`config.mk`:
```
export PLATFORM = sky130hd
export DESIGN_NAME = peak_mass_binning_core
export DESIGN_NICKNAME = d
export VERILOG_FILES = /design/src/sv/pmb_pkg.sv /design/src/sv/pmb_fifo.sv /design/src/sv/pmb_front.sv /design/src/sv/pmb_back.sv /design/src/sv/peak_mass_binning_core.sv
export SDC_FILE = /design/constraint.sdc
export NUM_CORES = 2
export LEC_CHECK = 0
export ABC_AREA = 1
export BUFFER_PORTS_ARGS = -buffer_cell sky130_fd_sc_hd__buf_2
export CAP_MARGIN = 15
export CORE_MARGIN = 2
export CORE_UTILIZATION = 45
export CTS_CLUSTER_SIZE = 30
export DETAILED_ROUTE_END_ITERATION = 8
export PLACE_DENSITY_LB_ADDON = 0.1
export SYNTH_ARGS = -nofsm -noshare
export SYNTH_HDL_FRONTEND = slang
export SYNTH_SLANG_ARGS = --single-unit
```
`constraint.sdc`:
```
create_clock -name clk -period 7.3 [get_ports clk]
set_clock_uncertainty 0.05 [all_clocks]
set_input_delay 0.365 -clock clk [delete_from_list [all_inputs] [get_ports clk]]
set_output_delay 0.365 -clock clk [all_outputs]
set_load 0.005 [all_outputs]
```
`src/sv/pmb_pkg.sv`:
```
// ----------------------------------------------------------------------------
// pmb_pkg: shared types and constants for peak mass binning
// Field widths, the peak and bin word types, the word that passes between
// the front and back parts, and the register and state codes.
// ----------------------------------------------------------------------------
package pmb_pkg;

  localparam int MASS_BITS      = 40;
  localparam int MASS_FRAC_BITS = 20;
  localparam int PROB_BITS      = 32;

  // Bin center and end are signed and two bits wider than a mass.
  localparam int CTR_BITS = MASS_BITS + 2;
  // Numerator 2*mass + w - 2*o, signed.
  localparam int NUM_BITS = MASS_BITS + 3;
  // Magnitude of the numerator.
  localparam int MAG_BITS = MASS_BITS + 2;
  // Denominator 2*w.
  localparam int DEN_BITS = MASS_BITS + 1;
  // Remainder plus the bit shifted in.
  localparam int REM_BITS = MASS_BITS + 2;
  localparam int DIV_CNT_BITS = $clog2(MAG_BITS + 1);

  localparam logic [MASS_BITS-1:0] WIDTH_RESET = MASS_BITS'(1) << MASS_FRAC_BITS;

  localparam int QUEUE_DEPTH_DEF = 2;

  typedef enum logic [0:0] {
    REG_BIN_WIDTH  = 1'b0,
    REG_BIN_OFFSET = 1'b1
  } cfg_reg_t;

  typedef enum logic [1:0] {
    FS_IDLE,
    FS_DIV,
    FS_CTR,
    FS_PUSH
  } front_state_t;

  typedef struct packed {
    logic [MASS_BITS-1:0] mass;
    logic [PROB_BITS-1:0] prob;
    logic                 last;
  } peak_t;

  typedef struct packed {
    logic signed [CTR_BITS-1:0] bin_center;
    logic [PROB_BITS-1:0]       prob_sum;
    logic                       last_bin;
  } bin_t;

  typedef struct packed {
    logic [MASS_BITS-1:0]       mass;
    logic [PROB_BITS-1:0]       prob;
    logic                       last;
    logic signed [CTR_BITS-1:0] center;
    logic signed [CTR_BITS-1:0] bin_end;
  } mid_item_t;

endpackage

```
`src/sv/pmb_fifo.sv`:
```
// ----------------------------------------------------------------------------
// pmb_fifo: small register queue
// Holds words of a fixed width; the oldest word is shown while not empty.
// ----------------------------------------------------------------------------
module pmb_fifo #(
  parameter int WIDTH = 8,
  parameter int DEPTH = 2
) (
  input  logic             clk,
  input  logic             rst,
  input  logic             wr,
  input  logic [WIDTH-1:0] wdata,
  output logic             full,
  input  logic             rd,
  output logic [WIDTH-1:0] rdata,
  output logic             empty
);

  localparam int PTR_BITS = (DEPTH > 1) ? $clog2(DEPTH) : 1;
  localparam int CNT_BITS = $clog2(DEPTH + 1);

  logic [WIDTH-1:0]    mem [DEPTH];
  logic [PTR_BITS-1:0] wptr;
  logic [PTR_BITS-1:0] rptr;
  logic [CNT_BITS-1:0] count;
  logic                do_wr;
  logic                do_rd;

  assign full  = (count == CNT_BITS'(DEPTH));
  assign empty = (count == '0);
  assign do_wr = wr && !full;
  assign do_rd = rd && !empty;
  assign rdata = mem[rptr];

  always_ff @(posedge clk) begin
    if (do_wr) begin
      mem[wptr] <= wdata;
    end
  end

  always_ff @(posedge clk) begin
    if (rst) begin
      wptr  <= '0;
      rptr  <= '0;
      count <= '0;
    end else begin
      if (do_wr) begin
        wptr <= (wptr == PTR_BITS'(DEPTH - 1)) ? '0 : wptr + 1'b1;
      end
      if (do_rd) begin
        rptr <= (rptr == PTR_BITS'(DEPTH - 1)) ? '0 : rptr + 1'b1;
      end
      if (do_wr && !do_rd) begin
        count <= count + 1'b1;
      end else if (do_rd && !do_wr) begin
        count <= count - 1'b1;
      end
    end
  end

endmodule

```
`src/sv/pmb_front.sv`:
```
// ----------------------------------------------------------------------------
// pmb_front: peak intake and bin placement
// Holds the configuration registers, accepts a peak and finds the center
// and end of the bin it would open, using a bit-serial remainder unit.
// ----------------------------------------------------------------------------
module pmb_front (
  input  logic                               clk,
  input  logic                               rst,
  input  logic                               cfg_valid,
  output logic                               cfg_ready,
  input  pmb_pkg::cfg_reg_t                  cfg_index,
  input  logic [pmb_pkg::MASS_BITS-1:0]      cfg_data,
  input  logic                               push,
  output logic                               full,
  input  pmb_pkg::peak_t                     peak,
  output logic                               mid_push,
  output pmb_pkg::mid_item_t                 mid_item,
  input  logic                               mid_full
);

  import pmb_pkg::*;

  front_state_t state;
  front_state_t state_next;

  logic [MASS_BITS-1:0]       width_reg;
  logic [MASS_BITS-1:0]       offset_reg;
  logic [MASS_BITS-1:0]       w;
  logic [MASS_BITS-1:0]       o;
  logic signed [NUM_BITS-1:0] num;
  logic                       neg;
  logic [MAG_BITS-1:0]        mag;
  logic [REM_BITS-1:0]        rem;
  logic [DIV_CNT_BITS-1:0]    cnt;
  logic signed [CTR_BITS-1:0] center;
  peak_t                      item;

  logic                       accept;
  logic [MASS_BITS-1:0]       w_eff;
  logic signed [NUM_BITS-1:0] num_in;
  logic [DEN_BITS-1:0]        den;
  logic [REM_BITS-1:0]        rem_s;
  logic [REM_BITS-1:0]        r_floor;
  logic signed [NUM_BITS-1:0] diff;
  logic signed [NUM_BITS-1:0] ctr_full;

  assign cfg_ready = 1'b1;
  assign full      = (state != FS_IDLE);
  assign accept    = push && (state == FS_IDLE);
  assign w_eff     = (width_reg == '0) ? MASS_BITS'(1) : width_reg;
  assign num_in    = $signed({2'b00, peak.mass, 1'b0}) + $signed({3'b000, w_eff})
                   - $signed({2'b00, offset_reg, 1'b0});
  assign den       = {w, 1'b0};
  assign rem_s     = {rem[REM_BITS-2:0], mag[MAG_BITS-1]};
  // Floor remainder: for a negative numerator the truncating remainder flips.
  assign r_floor   = (neg && rem != '0) ? (REM_BITS'(den) - rem) : rem;
  assign diff      = num - $signed({1'b0, r_floor});
  assign ctr_full  = (diff >>> 1) + $signed({3'b000, o});

  always_ff @(posedge clk) begin
    if (rst) begin
      width_reg  <= WIDTH_RESET;
      offset_reg <= '0;
    end else if (cfg_valid) begin
      unique case (cfg_index)
        REG_BIN_WIDTH:  width_reg  <= cfg_data;
        REG_BIN_OFFSET: offset_reg <= cfg_data;
        default: ;
      endcase
    end
  end

  always_ff @(posedge clk) begin
    if (rst) begin
      state <= FS_IDLE;
    end else begin
      state <= state_next;
    end
  end

  always_ff @(posedge clk) begin
    unique case (state)
      FS_IDLE: begin
        if (accept) begin
          item <= peak;
          w    <= w_eff;
          o    <= offset_reg;
          num  <= num_in;
          neg  <= num_in[NUM_BITS-1];
          mag  <= num_in[NUM_BITS-1] ? MAG_BITS'(-num_in) : MAG_BITS'(num_in);
          rem  <= '0;
          cnt  <= '0;
        end
      end
      FS_DIV: begin
        rem <= (rem_s >= REM_BITS'(den)) ? (rem_s - REM_BITS'(den)) : rem_s;
        mag <= mag << 1;
        cnt <= cnt + 1'b1;
      end
      FS_CTR: begin
        center <= CTR_BITS'(ctr_full);
      end
      FS_PUSH: ;
      default: ;
    endcase
  end

  always_comb begin
    state_next             = state;
    mid_push               = 1'b0;
    mid_item.mass          = item.mass;
    mid_item.prob          = item.prob;
    mid_item.last          = item.last;
    mid_item.center        = center;
    mid_item.bin_end       = center + $signed({2'b00, w >> 1});
    unique case (state)
      FS_IDLE: begin
        if (accept) begin
          state_next = FS_DIV;
        end
      end
      FS_DIV: begin
        if (cnt == DIV_CNT_BITS'(MAG_BITS - 1)) begin
          state_next = FS_CTR;
        end
      end
      FS_CTR: begin
        state_next = FS_PUSH;
      end
      FS_PUSH: begin
        mid_push = 1'b1;
        if (!mid_full) begin
          state_next = FS_IDLE;
        end
      end
      default: state_next = FS_IDLE;
    endcase
  end

endmodule

```
`src/sv/pmb_back.sv`:
```
// ----------------------------------------------------------------------------
// pmb_back: bin accumulator
// Adds placed peaks into the open bin, closes and flushes bins, and writes
// finished bins to the result queue.
// ----------------------------------------------------------------------------
module pmb_back (
  input  logic               clk,
  input  logic               rst,
  input  logic               mid_empty,
  input  pmb_pkg::mid_item_t mid_item,
  output logic               mid_pop,
  output logic               out_push,
  output pmb_pkg::bin_t      out_bin,
  input  logic               out_full
);

  import pmb_pkg::*;

  logic                       bin_open;
  logic signed [CTR_BITS-1:0] open_center;
  logic signed [CTR_BITS-1:0] open_end;
  logic [PROB_BITS-1:0]       open_sum;
  logic                       flush;

  logic                       fits;
  logic                       closes;
  logic [PROB_BITS:0]         sum_wide;
  logic                       step;

  assign fits     = bin_open && ($signed({2'b00, mid_item.mass}) <= open_end);
  assign closes   = bin_open && !fits;
  assign sum_wide = {1'b0, open_sum} + {1'b0, mid_item.prob};
  assign step     = !flush && !mid_empty && !(closes && out_full);

  assign mid_pop            = step;
  assign out_push           = flush ? !out_full : (step && closes);
  assign out_bin.bin_center = open_center;
  assign out_bin.prob_sum   = open_sum;
  assign out_bin.last_bin   = flush;

  always_ff @(posedge clk) begin
    if (rst) begin
      bin_open    <= 1'b0;
      open_center <= '0;
      open_end    <= '0;
      open_sum    <= '0;
      flush       <= 1'b0;
    end else if (flush) begin
      if (!out_full) begin
        bin_open    <= 1'b0;
        open_center <= '0;
        open_end    <= '0;
        open_sum    <= '0;
        flush       <= 1'b0;
      end
    end else if (step) begin
      if (fits) begin
        open_sum <= sum_wide[PROB_BITS] ? '1 : sum_wide[PROB_BITS-1:0];
      end else begin
        open_center <= mid_item.center;
        open_end    <= mid_item.bin_end;
        open_sum    <= mid_item.prob;
        bin_open    <= 1'b1;
      end
      flush <= mid_item.last;
    end
  end

endmodule

```
`src/sv/peak_mass_binning_core.sv`:
```
// ----------------------------------------------------------------------------
// peak_mass_binning_core: fixed-width histogram binning of spectrum peaks
// Sums peak probabilities into fixed-width mass bins and emits each bin.
// ----------------------------------------------------------------------------
// Peaks must arrive in ascending mass order. Each peak word passes through
// the front part's steps in order: accept (FS_IDLE), the bit-serial
// remainder that places the peak in its bin (FS_DIV), forming the center
// (FS_CTR) and handing the word on (FS_PUSH), which waits while the middle
// queue is full; the front takes no new peak until the last one is handed on.
// The back part adds each peak into the open bin and takes no peaks while it
// flushes. A peak beyond the open bin's end closes that bin and emits it;
// the last peak flushes the open bin with last_bin set. Sums saturate at
// all ones. A bin width of zero acts as one LSB. Register writes take effect
// for the next peak accepted; write them only while the block is idle.
module peak_mass_binning_core #(
  parameter int QUEUE_DEPTH = pmb_pkg::QUEUE_DEPTH_DEF
) (
  input  logic                          clk,
  input  logic                          rst,
  input  logic                          cfg_valid,
  output logic                          cfg_ready,
  input  pmb_pkg::cfg_reg_t             cfg_index,
  input  logic [pmb_pkg::MASS_BITS-1:0] cfg_data,
  input  logic                          push,
  output logic                          full,
  input  pmb_pkg::peak_t                peak,
  output logic                          empty,
  input  logic                          pop,
  output pmb_pkg::bin_t                 bin
);

  import pmb_pkg::*;

  // Word passed from the front part to the back part.
  mid_item_t mid_in;
  mid_item_t mid_out;
  logic      mid_push;
  logic      mid_full;
  logic      mid_pop;
  logic      mid_empty;

  // Finished bin on its way to the result queue.
  bin_t      out_bin;
  logic      out_push;
  logic      out_full;

  pmb_front u_front (
    .clk       (clk),
    .rst       (rst),
    .cfg_valid (cfg_valid),
    .cfg_ready (cfg_ready),
    .cfg_index (cfg_index),
    .cfg_data  (cfg_data),
    .push      (push),
    .full      (full),
    .peak      (peak),
    .mid_push  (mid_push),
    .mid_item  (mid_in),
    .mid_full  (mid_full)
  );

  // The middle queue lets the front start the next division while the back
  // waits on a full result queue.
  pmb_fifo #(
    .WIDTH ($bits(mid_item_t)),
    .DEPTH (QUEUE_DEPTH)
  ) u_mid_q (
    .clk   (clk),
    .rst   (rst),
    .wr    (mid_push),
    .wdata (mid_in),
    .full  (mid_full),
    .rd    (mid_pop),
    .rdata (mid_out),
    .empty (mid_empty)
  );

  pmb_back u_back (
    .clk       (clk),
    .rst       (rst),
    .mid_empty (mid_empty),
    .mid_item  (mid_out),
    .mid_pop   (mid_pop),
    .out_push  (out_push),
    .out_bin   (out_bin),
    .out_full  (out_full)
  );

  // The result queue holds finished bin words until the consumer pops them.
  pmb_fifo #(
    .WIDTH ($bits(bin_t)),
    .DEPTH (QUEUE_DEPTH)
  ) u_out_q (
    .clk   (clk),
    .rst   (rst),
    .wr    (out_push),
    .wdata (out_bin),
    .full  (out_full),
    .rd    (pop),
    .rdata (bin),
    .empty (empty)
  );

endmodule
```
**After elaboration in Yosys (flattened, before gate mapping)**

Memory sizes are Yosys's and may differ from the RTL's. A register that Yosys moved wholly into a read port is not among the register bits.
Index checks and enable logic that the tools add are counted.

- Reduce and logical (&&, ||, !) cells: 44
- Equal/unequal tests: 11
- Add/subtract/negate cells: 18
- Muxes and demuxes: 51
- Bitwise gates (word level): 1
- $lt $le $gt $ge: 2

Operators with widths:

| kind | count |
|---|---|
| two-way mux 42 bit | 12 |
| case mux 42 bit (2 select lines) | 2 |
| two-way mux 32 bit | 5 |
| subtractor 42 x 41 -> 43 bit | 1 |
| subtractor 43 bit | 1 |
| adder 41 x 40 -> 42 bit | 1 |
| adder 42 x 40 -> 42 bit | 1 |
| adder 42 x 41 -> 42 bit | 1 |
| greater-or-equal comparator 42 x 41 -> 1 bit | 1 |
| <= comparator 41 x 42 -> 1 bit | 1 |
| negator 42 bit | 1 |
| nonzero test 42 bit | 1 |
| subtractor 41 x 42 -> 42 bit | 1 |
| subtractor 42 x 41 -> 42 bit | 1 |
| zero test 40 bit | 1 |
| two-way mux 40 bit | 1 |
| adder 32 x 32 -> 33 bit | 1 |
| two-way mux 1 bit | 21 |
| logical AND 1 bit | 16 |
| two-way mux 2 bit | 7 |
| case mux 6 bit (2 select lines) | 1 |
| zero test 1 bit | 11 |
| AND reduction 2 bit | 5 |
| nonzero test 2 bit | 5 |
| other kinds (14) | 28 |

- Register bits after elaboration: 537
- Memories kept: 2
- Input bits: 119
- Bits in writable memories: 464
- Word-level logic and storage cells: 154
- Output and inout bits: 78

Memories:

| name | depth | bits a word | read ports | clocked after Yosys merged registers in | wr ports | RTL line | text |
|---|---|---|---|---|---|---|---|
| u_mid_q.mem | 2 | 157 | 1 | 1 | 1 | pmb_fifo.sv:22 | `logic [WIDTH-1:0] mem [DEPTH];` |
| u_out_q.mem | 2 | 75 | 1 | 1 | 1 | pmb_fifo.sv:22 |  |

**Longest topological paths before layout**

- Depth after elaboration: 14
- Depth in mapped cells: 39
- Depth with buffers taken out: 39

**Modules after synthesis**

From an unflattened synthesis, not the netlist that was laid out.

- Cells, all modules: 6495
- Area total of the unflattened synthesis: 58891.5 um^2

Modules (own cells, without submodules):

| module | seq. area each (um^2) | area each (um^2) | instances | cells each |
|---|---|---|---|---|
| pmb_front | 11461.0 | 32825.2 | 1 | 4386 |
| pmb_fifo at u_mid_q | 9529.1 | 11611.1 | 1 | 525 |
| pmb_back | 2362.3 | 8594.5 | 1 | 1314 |
| pmb_fifo at u_out_q | 4604.4 | 5860.6 | 1 | 270 |

**Worst setup path after synthesis**

OpenSTA, ideal clock, no wires.

- Path kind: flip-flop to flip-flop
- Start point: reg u_front.state[0]
- End point: mem u_mid_q.mem[1][0] (netlist bit), enable pin
- Period minus slack after synthesis: 7905 ps
- Library setup time: 678 ps
- Path buffers: 0
- Arrival time: 7178 ps
- Required time: 6572 ps
- Stages on the path, launching flop included: 4
- Setup slack: -605 ps
- Cells stage by stage: dfxtp_1 -> ha_1 -> o21ai_0 -> nor2_1

- Word-level cells in the longest chain between the ends: 5

RTL lines:

| what | RTL line | text |
|---|---|---|
| start: declaration | pmb_front.sv:23 | `front_state_t state;` |
| start signal: assignment | pmb_front.sv:77 | `state <= state_next;` |
| equality test 2 bit | pmb_front.sv:116 | `unique case (state)` |
| two-way mux 1 bit | pmb_front.sv:116 |  |
| logical AND 1 bit | pmb_fifo.sv:31 | `assign do_wr = wr && !full;` |
| two-way mux 1 bit | pmb_fifo.sv:36 | `if (do_wr) begin` |
| two-way mux 1 bit (not written as such) | pmb_fifo.sv:37 | `mem[wptr] <= wdata;` |
| end: declaration | pmb_fifo.sv:22 |  |

No other way between the ends.

**Final worst setup path**

- Start point: reg u_front.rem[2]
- End point: reg u_front.center[40] (data pin)

- Word-level cells in the longest chain between the ends: 5
- Elaborated cells between the ends (all ways): 6
- Those cells by class: add/sub (3); mux (1); reduce/logical (2)

RTL lines:

| what | RTL line | text |
|---|---|---|
| start: declaration | pmb_front.sv:33 | `logic [REM_BITS-1:0] rem;` |
| start signal: assignment | pmb_front.sv:96 | `rem <= (rem_s >= REM_BITS'(den)) ? (rem_s - REM_BITS'(den)) : rem_s;` |
| branches (longest 2 deep; another with subtractor 41 x 42 -> 42 bit) | n/a |  |
| two-way mux 42 bit * | pmb_front.sv:56 | `assign r_floor = (neg && rem != '0) ? (REM_BITS'(den) - rem) : rem;` |
| subtractor 43 bit * | pmb_front.sv:57 | `assign diff = num - $signed({1'b0, r_floor});` |
| adder 42 x 41 -> 42 bit * | pmb_front.sv:58 | `assign ctr_full = (diff >>> 1) + $signed({3'b000, o});` |
| named net u_front.ctr_full[40] | pmb_front.sv:45 | `logic signed [NUM_BITS-1:0] ctr_full;` |
| end signal: assignment | pmb_front.sv:101 | `center <= CTR_BITS'(ctr_full);` |
| end: declaration | pmb_front.sv:35 | `logic signed [CTR_BITS-1:0] center;` |

Mark *: on every way through the listed nets, which the timed path passes.
A chain may end at the register's enable or synchronous reset.

==> flow_summary_export.csv <==
group,metric,value,unit
floorplan,design.core.area,126000,um^2
synthesis,synth_top_area_share,41.5,%
synthesis,synthesis.instances,6295,
synthesis,post-synth-top-area-cell,"edfxtp_1",
floorplan,die_h,361,um
clock_network,clk-insertion-delay-late,0.78,ns
global_routing,wire_length_of_the_first_global_routing_pass,290000,um
synthesis,synth_area,57300,um^2
placement,dp_hpwl,156000,um
synthesis,yosys.cell_types.count,59,
clock_network,cts_buffer_depth,3,
sta,maxClockFrequency,144,MHz
finish,net_count_of_the_finished_layout,7171,
clock_network,htree_num_levels,3,
setup_path,cp_slowest_stage_delay,0.50,ns
setup_path,worst_r2r_path_depth,32,
global_routing,groute.layer.met1.usage,39.9,%
global_routing,antenna_found_initial,13,
synthesis,synthesis.yosys.warnings,0,
setup_path,rr_endpoint,"u_front.center[40]",
synthesis,yosys_most_used_dff,"edfxtp_1",
global_routing,grt_pass1_vias,44356,
flow_run,max-cap-violations,0,
finish,largest_reg_flops,314,
global_routing,global_route.peak_usage_layer,"met2",
setup_path,worst_path_dominant_cell_family,"compound AO/OA/AOI/OAI gates",
sta,final.period_utilization,95.1,%
sta,fin_tns_setup,0,ns
sta,period_needed,6.95,ns
sta,timing.slew.headroom,28.6,%
worst_hold_path,hold_path_startpoint,"rst",
synthesis,seq_area_frac_synth,48.8,%
status,status,"completed",
synthesis,syn_nets,6786,
setup_path,crit_arrival,7.40,ns
sta,worst-slew-pin-transition,1.07,ns
placement,gpl.final_weighted_congestion,0.996,
sta,hold_viol,0,
synthesis,synth_edf_count,791,
synthesis,ys_ff_latch,1001,
synthesis,avgSynthCellArea,9.10,um^2
finish,area.sequential,28000,um^2
finish,syn2layout_area_growth,15.2,%
clock_network,clock_transition_at_the_register_clock_pins_on_the_worst_setup_and_hold_paths_after_cts,0.07,ns
setup_path,crit_path_end_kind,"register",
sta,timing.final.setup_violations,0,
setup_path,rr_startpoint,"u_front.rem[2]",
placement,portBuffers,195,
setup_path,critical_path.startpoint,"u_front.rem[2]",
routing,total_via_count_after_detailed_routing,45850,
routing,dr.pass1.iters,5,
worst_hold_path,min_delay_path_depth,2,
global_routing,grt_overall_usage,30.0,%
synthesis,async_flop_share,0,%
routing,routedWlPerCell,23.5,um
worst_hold_path,min_to,"u_back.open_sum[31]",
finish,largest_register,"u_mid_q.mem",
finish,multi_input_area,25400,um^2
finish,fraction_of_layout_instances_using_a_drive_strength_above_1,12.7,%
routing,drt-initial-drc-count,3685,
routing,number_of_drc_violations_after_detailed_routing,0,
clock_network,cts_buffers,108,
clock_network,clkSinkCount,1001,
setup_path,critical_path_buf_inv_count,4,
setup_path,crit_path_top_delay_cell,"o21ai_0",
setup_path,crit_path_max_fanout,5,
sta,drv_slew,0,
setup_path,critical_path.most_common_cell,"nand2_1",
routing,route.detailed.vias_per_inst,5.44,
setup_path,required,7.75,ns
global_routing,globalRouteOverflowTotal,0,
floorplan,io_pins,197,
setup_path,timing.critical_path.from_type,"register",
routing,antenna_left,0,
floorplan,floorplan.initialDensity,45.5,%
setup_path,r2r_slack,0.35,ns
routing,postRouteWirelength,198000,um
global_routing,global_route.usage.met3,3.48,%
clock_network,cts_root_buffer,"clkbuf_16",
floorplan,die_x,361,um
global_routing,grtUsageMet2,49.1,%
clock_network,cts_tree,"yes",
worst_hold_path,classification_of_the_worst_slack_hold_path,"in -> reg",
setup_path,timing.setup.critical_path_class,"reg -> reg",
global_routing,grt_max_degree,88,
sta,grt_setup_unrepaired,"no",
floorplan,floorplan.rows,130,
floorplan,die_area,130000,um^2
synthesis,synth_area_leaders,"edfxtp_1, dfxtp_1, ha_1, nand2_1, inv_1",
finish,fillCellCount,11904,
layout make-up:
type / instances / area share (%)
Clock buffer: 139 / 4.66
Timing Repair Buffer: 477 / 5.15
Sequential cell: 1001 / 42.3
Clock inverter: 66 / 1.32
Antenna cell: 7 / 0.0265
Multi-Input combinational cell: 4232 / 38.5
Tap cell: 1650 / 3.13
Inverter: 860 / 4.90
repair_timing:
| action | in CTS | in global routing |
|---|---|---|
| hold endpoints to repair | 155 | 0 |
| endpoints found under the setup margin | 0 | 8 |
| hold buffers | 116 | 0 |
| setup buffers | 0 | 2 |
| gates resized for setup | 0 | 11 |
how the worst max path moves through the flow:
stage	endpoint	slack, ns	depth (start not counted)
after CTS	u_front.center[41]	0.12	34
after global placement	u_front.center[41]	0.11	33
after detailed placement	u_front.center[41]	0.17	34
final	u_front.center[40]	0.35	32
after global routing	u_front.center[40]	0.03	35
after floorplan	u_out_q.mem[1][0]	0.43	19
stage by stage:
step	cell area [um^2]	std cells	utilization, %	hold slack (ns)	setup slack, ns
after floorplan	57300	6295	-	0.358	0.434
after global placement	60900	8102	48.3	0.363	0.108
after detailed placement	60900	8102	48.3	0.365	0.167
after CTS	66000	8423	52.3	0.0810	0.124
after global routing	66000	8425	52.4	0.118	0.0301
final	66000	8432	52.4	0.124	0.354
routing by layer:
metal	vias up	wire, um
met3	358	9450
met5	-	71
met2	1297	91400
met4	10	10400
li1	22264	-
met1	21921	86800
layout by cell type, fill, tap and decap left out, types with 15 or more instances in the layout:
cell type and count:
a21o_1 28, a21oi_1 591, a31oi_1 61, buf_2 194, buf_4 166, clkbuf_16 112
clkbuf_8 17, clkinv_2 22, dfxtp_1 208, dlygate4sd3_1 116, edfxtp_1 791, fa_1 47
ha_1 323, inv_1 838, inv_2 19, mux2_2 199, nand2_1 1001, nand2_2 35
nand3_1 472, nand4_1 49, nor2_1 507, nor2_2 15, nor3_1 54, o211ai_1 16
o21a_1 28, o21ai_0 394, o21ai_1 38, o21bai_1 20, xnor2_1 95, xor2_1 130
cell usage after synthesis, drive strengths merged, types with 9 or more instances:
| library cell | instances |
|---|---|
| o21bai | 20 |
| o211ai | 16 |
| clkbuf | 157 |
| and3 | 9 |
| o21a | 28 |
| nand3 | 477 |
| edfxtp | 791 |
| a21boi | 16 |
| inv | 859 |
| o21ai | 434 |
| nand2 | 1038 |
| nor4 | 14 |
| a21o | 28 |
| nor3 | 57 |
| fa | 47 |
| xnor2 | 95 |
| o31ai | 9 |
| buf | 45 |
| mux2 | 199 |
| nor2 | 528 |
| dfxtp | 210 |
| a211oi | 9 |
| nand3b | 9 |
| xor2 | 130 |
| o221ai | 9 |
| a31oi | 61 |
| a21oi | 601 |
| ha | 325 |
| nand4 | 50 |
logic make-up after synthesis:
| family | after synthesis | synth area share (%) |
|---|---|---|
| xor+xnor | 225 | 3.44 |
| simple gates | 2189 | 16.2 |
| flops | 1001 | 48.8 |
| mux | 200 | 3.93 |
| compound gates | 1245 | 11.8 |
| buf+inv | 1062 | 7.10 |
| fa+ha+maj | 372 | 8.74 |
| other cells | 1 | 0.00654 |
Power is not shown: default switching activity piles up to over one toggle a cycle in this logic, so the estimate is an artifact.
